[config.mk]
export PLATFORM = sky130hd
export DESIGN_NAME = inverse_zigzag_reorder
export DESIGN_NICKNAME = d
export VERILOG_FILES = /design/src/hdl/izz_pkg.sv /design/src/hdl/izz_front.sv /design/src/hdl/izz_queue.sv /design/src/hdl/izz_back.sv /design/src/hdl/inverse_zigzag_reorder.sv
export SDC_FILE = /design/constraint.sdc
export NUM_CORES = 1
export LEC_CHECK = 0
export ABC_AREA = 1
export BUFFER_PORTS_ARGS = -buffer_cell sky130_fd_sc_hd__buf_2
export CAP_MARGIN = 20
export CORE_AREA = 2 2 249 189
export DETAILED_ROUTE_END_ITERATION = 8
export DIE_AREA = 0 0 251 191
export GPL_ROUTABILITY_DRIVEN = 0
export PLACE_DENSITY_LB_ADDON = 0.05
export SYNTH_ARGS = -nofsm -noshare
export SYNTH_HDL_FRONTEND = slang
export SYNTH_SLANG_ARGS = --single-unit
export TNS_END_PERCENT = 30
[constraint.sdc]
create_clock -name clk_i -period 6.1 [get_ports clk_i]
set_input_delay 1.22 -clock clk_i [delete_from_list [all_inputs] [get_ports clk_i]]
set_output_delay 1.22 -clock clk_i [all_outputs]
set_load 0.02 [all_outputs]
[src/hdl/izz_pkg.sv]
// shared constants and types for the inverse zigzag reorder block
package izz_pkg;

  // bits of one block value
  localparam int ValueBits = 8;

  // bits of the row and column result ports
  localparam int CoordOutBits = 3;

  // back end sequencer states
  typedef enum logic {
    BACK_LOAD,
    BACK_DRAIN
  } izz_back_state_e;

endpackage

[src/hdl/izz_front.sv]
// front end: walks the zigzag path and tags each value with its raster address
module izz_front #(
  parameter int SIDE      = 8,
  parameter int WORD_BITS = 15
) (
  input  logic                          clk_i,
  input  logic                          rst_ni,
  input  logic                          push_i,
  input  logic [izz_pkg::ValueBits-1:0] value_i,
  output logic [WORD_BITS-1:0]          word_o
);
  import izz_pkg::*;

  localparam int CoordBits = $clog2(SIDE);
  localparam int Cells     = SIDE * SIDE;
  localparam int AddrBits  = $clog2(Cells);
  localparam logic [CoordBits-1:0] LastCoord = CoordBits'(SIDE - 1);
  localparam logic [AddrBits-1:0]  LastCount = AddrBits'(Cells - 1);
  localparam logic [AddrBits-1:0]  SideAddr  = AddrBits'(SIDE);

  logic [CoordBits-1:0] row_q, row_d;
  logic [CoordBits-1:0] col_q, col_d;
  logic                 dir_q, dir_d;
  logic [AddrBits-1:0]  count_q, count_d;
  logic [AddrBits-1:0]  addr;
  logic                 last;

  // raster place of the current scan position
  assign addr = AddrBits'(row_q) * SideAddr + AddrBits'(col_q);
  assign last = (count_q == LastCount);

  // word handed to the queue: last flag, raster address, value
  assign word_o = {last, addr, value_i};

  // scan position step
  always_comb begin
    row_d   = row_q;
    col_d   = col_q;
    dir_d   = dir_q;
    count_d = count_q;
    if (push_i) begin
      if (last) begin
        row_d   = '0;
        col_d   = '0;
        dir_d   = 1'b0;
        count_d = '0;
      end else begin
        count_d = count_q + 1'b1;
        if (!dir_q) begin
          // moving up-right
          if (col_q == LastCoord) begin
            row_d = row_q + 1'b1;
            dir_d = 1'b1;
          end else if (row_q == '0) begin
            col_d = col_q + 1'b1;
            dir_d = 1'b1;
          end else begin
            row_d = row_q - 1'b1;
            col_d = col_q + 1'b1;
          end
        end else begin
          // moving down-left
          if (row_q == LastCoord) begin
            col_d = col_q + 1'b1;
            dir_d = 1'b0;
          end else if (col_q == '0) begin
            row_d = row_q + 1'b1;
            dir_d = 1'b0;
          end else begin
            row_d = row_q + 1'b1;
            col_d = col_q - 1'b1;
          end
        end
      end
    end
  end

  // scan registers
  always_ff @(posedge clk_i or negedge rst_ni) begin
    if (!rst_ni) begin
      row_q   <= '0;
      col_q   <= '0;
      dir_q   <= 1'b0;
      count_q <= '0;
    end else begin
      row_q   <= row_d;
      col_q   <= col_d;
      dir_q   <= dir_d;
      count_q <= count_d;
    end
  end

endmodule

[src/hdl/izz_queue.sv]
// short word queue between the front end and the back end
module izz_queue #(
  parameter int WIDTH = 15,
  parameter int DEPTH = 2
) (
  input  logic             clk_i,
  input  logic             rst_ni,
  input  logic             push_i,
  input  logic [WIDTH-1:0] data_i,
  input  logic             pop_i,
  output logic [WIDTH-1:0] data_o,
  output logic             full_o,
  output logic             empty_o
);
  import izz_pkg::*;

  localparam int PtrBits = (DEPTH > 1) ? $clog2(DEPTH) : 1;
  localparam int CntBits = $clog2(DEPTH + 1);
  localparam logic [PtrBits-1:0] LastPtr = PtrBits'(DEPTH - 1);
  localparam logic [CntBits-1:0] FullCnt = CntBits'(DEPTH);

  logic [WIDTH-1:0]   slot_q [DEPTH];
  logic [PtrBits-1:0] wr_ptr_q, wr_ptr_d;
  logic [PtrBits-1:0] rd_ptr_q, rd_ptr_d;
  logic [CntBits-1:0] count_q, count_d;

  assign full_o  = (count_q == FullCnt);
  assign empty_o = (count_q == '0);
  assign data_o  = slot_q[rd_ptr_q];

  // pointer and fill count update
  always_comb begin
    wr_ptr_d = wr_ptr_q;
    rd_ptr_d = rd_ptr_q;
    count_d  = count_q;
    if (push_i) begin
      wr_ptr_d = (wr_ptr_q == LastPtr) ? '0 : wr_ptr_q + 1'b1;
    end
    if (pop_i) begin
      rd_ptr_d = (rd_ptr_q == LastPtr) ? '0 : rd_ptr_q + 1'b1;
    end
    if (push_i && !pop_i) begin
      count_d = count_q + 1'b1;
    end else if (pop_i && !push_i) begin
      count_d = count_q - 1'b1;
    end
  end

  // control registers
  always_ff @(posedge clk_i or negedge rst_ni) begin
    if (!rst_ni) begin
      wr_ptr_q <= '0;
      rd_ptr_q <= '0;
      count_q  <= '0;
    end else begin
      wr_ptr_q <= wr_ptr_d;
      rd_ptr_q <= rd_ptr_d;
      count_q  <= count_d;
    end
  end

  // word slots
  always_ff @(posedge clk_i) begin
    if (push_i) begin
      slot_q[wr_ptr_q] <= data_i;
    end
  end

`ifndef SYNTHESIS
  a_no_push_full: assert property (@(posedge clk_i) disable iff (!rst_ni)
    push_i |-> !full_o)
    else $error("word pushed into full queue");
  a_no_pop_empty: assert property (@(posedge clk_i) disable iff (!rst_ni)
    pop_i |-> !empty_o)
    else $error("word popped from empty queue");
`endif

endmodule

[src/hdl/izz_back.sv]
// back end: block store writes and raster order readout
module izz_back #(
  parameter int SIDE      = 8,
  parameter int WORD_BITS = 15
) (
  input  logic                             clk_i,
  input  logic                             rst_ni,
  input  logic                             empty_i,
  input  logic [WORD_BITS-1:0]             word_i,
  output logic                             pop_o,
  output logic                             result_valid_o,
  output logic [izz_pkg::ValueBits-1:0]    raster_value_o,
  output logic [izz_pkg::CoordOutBits-1:0] out_row_o,
  output logic [izz_pkg::CoordOutBits-1:0] out_col_o,
  output logic                             block_last_o
);
  import izz_pkg::*;

  localparam int CoordBits = $clog2(SIDE);
  localparam int Cells     = SIDE * SIDE;
  localparam int AddrBits  = $clog2(Cells);
  localparam logic [CoordBits-1:0] LastCoord = CoordBits'(SIDE - 1);

  izz_back_state_e state_q, state_d;

  logic [ValueBits-1:0] wr_value;
  logic [AddrBits-1:0]  wr_addr;
  logic                 wr_last;
  logic                 issue;
  logic                 final_issue;

  logic [ValueBits-1:0] store [Cells];
  logic [ValueBits-1:0] rdata_q;

  logic [AddrBits-1:0]  rd_addr_q, rd_addr_d;
  logic [CoordBits-1:0] rd_row_q, rd_row_d;
  logic [CoordBits-1:0] rd_col_q, rd_col_d;

  logic                 valid_q;
  logic [CoordBits-1:0] row_q;
  logic [CoordBits-1:0] col_q;
  logic                 last_q;

  // unpack the queued word
  assign wr_value = word_i[ValueBits-1:0];
  assign wr_addr  = word_i[ValueBits +: AddrBits];
  assign wr_last  = word_i[ValueBits + AddrBits];

  assign final_issue = (rd_row_q == LastCoord) && (rd_col_q == LastCoord);

  // next state
  always_comb begin
    state_d = state_q;
    case (state_q)
      BACK_LOAD: begin
        if (!empty_i && wr_last) begin
          state_d = BACK_DRAIN;
        end
      end
      BACK_DRAIN: begin
        if (final_issue) begin
          state_d = BACK_LOAD;
        end
      end
      default: state_d = BACK_LOAD;
    endcase
  end

  // sequencer outputs
  always_comb begin
    pop_o = 1'b0;
    issue = 1'b0;
    case (state_q)
      BACK_LOAD:  pop_o = !empty_i;
      BACK_DRAIN: issue = 1'b1;
      default: begin
        pop_o = 1'b0;
        issue = 1'b0;
      end
    endcase
  end

  // raster read position
  always_comb begin
    rd_addr_d = rd_addr_q;
    rd_row_d  = rd_row_q;
    rd_col_d  = rd_col_q;
    if (issue) begin
      if (final_issue) begin
        rd_addr_d = '0;
        rd_row_d  = '0;
        rd_col_d  = '0;
      end else begin
        rd_addr_d = rd_addr_q + 1'b1;
        if (rd_col_q == LastCoord) begin
          rd_col_d = '0;
          rd_row_d = rd_row_q + 1'b1;
        end else begin
          rd_col_d = rd_col_q + 1'b1;
        end
      end
    end
  end

  // control registers
  always_ff @(posedge clk_i or negedge rst_ni) begin
    if (!rst_ni) begin
      state_q   <= BACK_LOAD;
      rd_addr_q <= '0;
      rd_row_q  <= '0;
      rd_col_q  <= '0;
      valid_q   <= 1'b0;
    end else begin
      state_q   <= state_d;
      rd_addr_q <= rd_addr_d;
      rd_row_q  <= rd_row_d;
      rd_col_q  <= rd_col_d;
      valid_q   <= issue;
    end
  end

  // block store, one write and one registered read per cycle
  always_ff @(posedge clk_i) begin
    if (pop_o) begin
      store[wr_addr] <= wr_value;
    end
    if (issue) begin
      rdata_q <= store[rd_addr_q];
    end
  end

  // result tag registers
  always_ff @(posedge clk_i) begin
    if (issue) begin
      row_q  <= rd_row_q;
      col_q  <= rd_col_q;
      last_q <= final_issue;
    end
  end

  assign result_valid_o = valid_q;
  assign raster_value_o = rdata_q;
  assign out_row_o      = CoordOutBits'(row_q);
  assign out_col_o      = CoordOutBits'(col_q);
  assign block_last_o   = last_q;

`ifndef SYNTHESIS
  a_result_from_drain: assert property (@(posedge clk_i) disable iff (!rst_ni)
    valid_q |-> $past(state_q == BACK_DRAIN))
    else $error("result word without a readout cycle");
  a_no_pop_in_drain: assert property (@(posedge clk_i) disable iff (!rst_ni)
    (state_q == BACK_DRAIN) |-> !pop_o)
    else $error("store written during readout");
  a_last_at_corner: assert property (@(posedge clk_i) disable iff (!rst_ni)
    (valid_q && last_q) |-> (row_q == LastCoord && col_q == LastCoord))
    else $error("block last flag away from the final cell");
`endif

endmodule

[src/hdl/inverse_zigzag_reorder.sv]
// top level of the inverse zigzag reorder block
//
// Input channel: a value word is taken at a rising edge where start is high
// and busy is low. Values of one SIDE by SIDE block arrive in zigzag order.
// Result channel: each raster word is shown for one cycle with result_valid_o
// high, with its row and column; block_last_o marks the block's final word.
// The receiver cannot stall, so results simply stream out.
// Load: one value per cycle while the back end is storing; the front end tags
// each value with its raster address and a two-word queue decouples it.
// Readout: the last value passes the queue into the store as readout begins, and
// SIDE*SIDE words then follow from registered reads on consecutive cycles, set by
// the single read port of the block store. During readout busy rises once the
// queue is full, so next-block values beyond those it holds wait for readout to end.
// Reset clears the scan position, the queue and the readout sequencer; the
// block store needs no clearing since every entry is written before it is read.
module inverse_zigzag_reorder #(
  parameter int SIDE = 8
) (
  input  logic                             clk_i,
  input  logic                             rst_ni,
  input  logic                             start,
  output logic                             busy,
  input  logic [izz_pkg::ValueBits-1:0]    zigzag_value_i,
  output logic                             result_valid_o,
  output logic [izz_pkg::ValueBits-1:0]    raster_value_o,
  output logic [izz_pkg::CoordOutBits-1:0] out_row_o,
  output logic [izz_pkg::CoordOutBits-1:0] out_col_o,
  output logic                             block_last_o
);
  import izz_pkg::*;

  localparam int AddrBits  = $clog2(SIDE * SIDE);
  localparam int WordBits  = 1 + AddrBits + ValueBits;
  localparam int QueueSize = 2;

  logic                push;
  logic                pop;
  logic                full;
  logic                empty;
  logic [WordBits-1:0] front_word;
  logic [WordBits-1:0] back_word;

  // accept handshake
  assign busy = full;
  assign push = start && !full;

  // zigzag walk and address tagging
  izz_front #(
    .SIDE      (SIDE),
    .WORD_BITS (WordBits)
  ) u_front (
    .clk_i   (clk_i),
    .rst_ni  (rst_ni),
    .push_i  (push),
    .value_i (zigzag_value_i),
    .word_o  (front_word)
  );

  // decoupling queue
  izz_queue #(
    .WIDTH (WordBits),
    .DEPTH (QueueSize)
  ) u_queue (
    .clk_i   (clk_i),
    .rst_ni  (rst_ni),
    .push_i  (push),
    .data_i  (front_word),
    .pop_i   (pop),
    .data_o  (back_word),
    .full_o  (full),
    .empty_o (empty)
  );

  // block store and raster readout
  izz_back #(
    .SIDE      (SIDE),
    .WORD_BITS (WordBits)
  ) u_back (
    .clk_i          (clk_i),
    .rst_ni         (rst_ni),
    .empty_i        (empty),
    .word_i         (back_word),
    .pop_o          (pop),
    .result_valid_o (result_valid_o),
    .raster_value_o (raster_value_o),
    .out_row_o      (out_row_o),
    .out_col_o      (out_col_o),
    .block_last_o   (block_last_o)
  );

endmodule

==> impl_metrics.tcl <==
set metrics [dict create \
    outcome "complete, no violations" \
    p_per_area_mw_per_mm2 327 \
    path_cells "clkinv_2, buf_4, buf_4, nor2_1, nand2_1, nand3_1, nand3_1, nand2_1, nand3_1, nand2_1" \
    yosysSeqAreaShare 0.706 \
    arrival_ps 4370 \
    die_h_um 191 \
    grt_pass1_wl_um 96000 \
    multi_input_area_sq_mm 0.00605 \
    dieArea_sq_mm 0.0479 \
    drt-total-wl_um 63700 \
    drc 0 \
    yosys.cell_types.count 38 \
    vdd_drop_max_uv 285 \
    die_x_um 251 \
    wire_per_inst_um 22.0 \
    min_path_type "reg2reg" \
    fin_nets 2287 \
    synth_top_area_share 0.674 \
    cp.required_ps 6580 \
    tns_ps 0 \
    clkTransAtPathRegs_ps 60 \
    worstSkewPairLatency_ps 620 \
    vias 16318 \
    crit_start "u_back.rd_addr_q[1]" \
    grt_use_total 0.270 \
    synthTopCellsByArea "edfxtp_1, nand2_1, nand3_1" \
    wl_met1_um 29000 \
    vias_per_cell 5.62 \
    fin_crit_ps 3890 \
    switchingPower_mw 2.12 \
    drive_gt1_frac 0.0746 \
    drv_slew 0 \
    syn_inst 2260 \
    r2r-start "u_back.rd_addr_q[1]" \
    numCtsBuffers 55 \
    root_buffer "clkbuf_16" \
    drtPass1Iterations 6 \
    tightest_slew_ps 1310 \
    worst_slack_ps 2210 \
    syn2layout_area_growth_pct 9.58 \
    regArea_sq_mm 0.0175 \
    cts-resized-gates 0 \
    syn-num-nets 2287 \
    placementRows 68 \
    skew_ps 17.7 \
    grt_max_degree 222 \
    power_frac_clock 0.384 \
    hold_violations 0 \
    place_ws_ps 2250 \
    cp_slowest_cell "clkinv_2" \
    syn-cell-area_sq_mm 0.0248 \
    ios 28 \
    initial_core_util 0.544 \
    setup_viol 0 \
    holdBufCountCts 0 \
    cp_max_fo 77 \
    power.share.sequential 0.537 \
    setup.worst_path.class "reg2reg" \
    fin_crit_sh 0.638 \
    synth-seq-cells 588 \
    ys_warn_count 0 \
    avgSynthCellArea_sq_um 11.0 \
    path_buf_inv 3 \
    met3WireLength_um 5700 \
    critical-path-top-delay-family "buffers and inverters" \
    postCtsSetupRepairBufs 0 \
    cts_tree "done" \
    antenna_found_initial 1 \
    antenna_left 0 \
    slew_headroom 0.124 \
    hpwlAfterDp_um 37700 \
    pwr-share-comb 0.079 \
    cts.sinks 588 \
    max_stage_delay_ps 1130 \
    htree_levels 2 \
    drt_iter0_drc 1862 \
    synth_area_leader_cell "edfxtp_1" \
    clockBufferDepth 3 \
    leakage_nw 10.4 \
    top_layer_used "met4" \
    grt_pass1_vias 15498 \
    end_kind "flop" \
    max_freq_ghz 0.257 \
    cp-start-kind "flop" \
    grt_overflow 0 \
    numPortBuffers 27 \
    grt_setup_unrepaired "false" \
    fp.coreArea_sq_mm 0.0456 \
    met2_wirelength_um 27400 \
    cap_violations 0 \
    internal_power_mw 6.77 \
    swShare 0.238 \
    min_from "u_back.rd_col_q[1]" \
    n_fill_cell 3724 \
]
## state kept, by name, indices dropped and copies added, names as in the netlist, 2 cells and up
name and cells:
u_front.col_q 3, u_queue.slot_q 30, u_back.out_row_o 3, u_back.out_col_o 3, u_back.rd_col_q 3, u_back.rd_row_q 3, u_back.raster_value_o 8, u_front.count_q 6
u_back.rd_addr_q 6, u_front.row_q 3, u_queue.count_q 2, u_back.store 512
## placed cells by master (no fill, tap or decap), types with 6 or more instances in the layout
cell type,n
clkbuf_16,56
edfxtp_1,557
nand3_1,287
nor2_1,163
inv_1,193
clkinv_2,16
ha_1,16
a21oi_1,40
clkinv_1,17
nand2_2,9
o211ai_1,24
nand2_1,737
clkbuf_1,6
buf_4,23
dfrtp_1,29
o21ai_0,33
buf_2,27
## Yosys cell counts, drive strengths merged
master,number
nand2,746
edfxtp,557
nand3,291
inv,199
nor2,165
buf,65
clkbuf,44
a21oi,40
o21ai,39
dfrtp,31
o211ai,24
ha,16
nor3,6
o22ai,5
or2,5
xnor2,5
xor2,5
clkinv,4
a31oi,2
mux2,2
mux2i,2
nand4,2
nor3b,2
a211oi,1
a21o,1
and2,1
## per-stage QoR
| stage | power, mW | area (sq um) | std cells | hold WS [ps] | utilization |
|---|---|---|---|---|---|
| after floorplan | 5.27 | 24800 | 2260 | 448 | - |
| after global placement | 5.54 | 25400 | 2796 | 471 | 0.557 |
| after detailed placement | 5.57 | 25400 | 2797 | 466 | 0.557 |
| after CTS | 8.95 | 27200 | 2900 | 491 | 0.596 |
| after global routing | 9.16 | 27200 | 2901 | 512 | 0.596 |
| final | 8.89 | 27200 | 2902 | 487 | 0.596 |
## layer usage
layer	track usage	up-vias
li1	-	7578
met5	0	-
met3	0.0534	105
met1	0.411	7930
met2	0.396	705
met4	0.0762	0
## worst paths after layout
path | to | slack [ps] | cells past startpoint
hold reg to reg | u_back.out_col_o[1] | 490 | 0
hold / removal | u_back.out_col_o[1] | 490 | 0
setup reg to reg | u_back.raster_value_o[4] | 2210 | 10
min in group asynchronous | u_back.rd_col_q[0] | 680 | 1
max in group asynchronous | u_back.rd_addr_q[1] | 4840 | 1
setup / recovery | u_back.raster_value_o[4] | 2210 | 10
## final cells by class
cell class,instances,area share
multi-input cells,1360,0.222
clock inverters,36,0.0102
diodes,1,0.0000921
clock buffers,67,0.0549
flip-flops and latches,588,0.644
inverters,203,0.0284
well taps,595,0.0274
repair buffers,52,0.0123
## power by group through the flow
stage | combinational [mW] | clock, mW | sequential (mW)
2_1_floorplan | 0.422 | 0 | 4.84
3_3_place_gp | 0.690 | 0 | 4.85
3_5_place_dp | 0.714 | 0 | 4.86
4_1_cts | 0.717 | 3.46 | 4.77
5_1_grt | 0.785 | 3.59 | 4.78
6_report | 0.707 | 3.41 | 4.77
## cells by family after synthesis
family                     Yosys count  share of synthesized area
buffers and inverters              312                     0.0514
xor gates and xnor gates            10                    0.00353
adders and majority gates           16                    0.00807
DFF                                588                      0.706
AOI/OAI and AO/OA                  112                     0.0268
and+or+nand+nor                   1218                      0.203
muxes                                4                    0.00171
No activity file was read; power rests on OpenSTA's default activity.
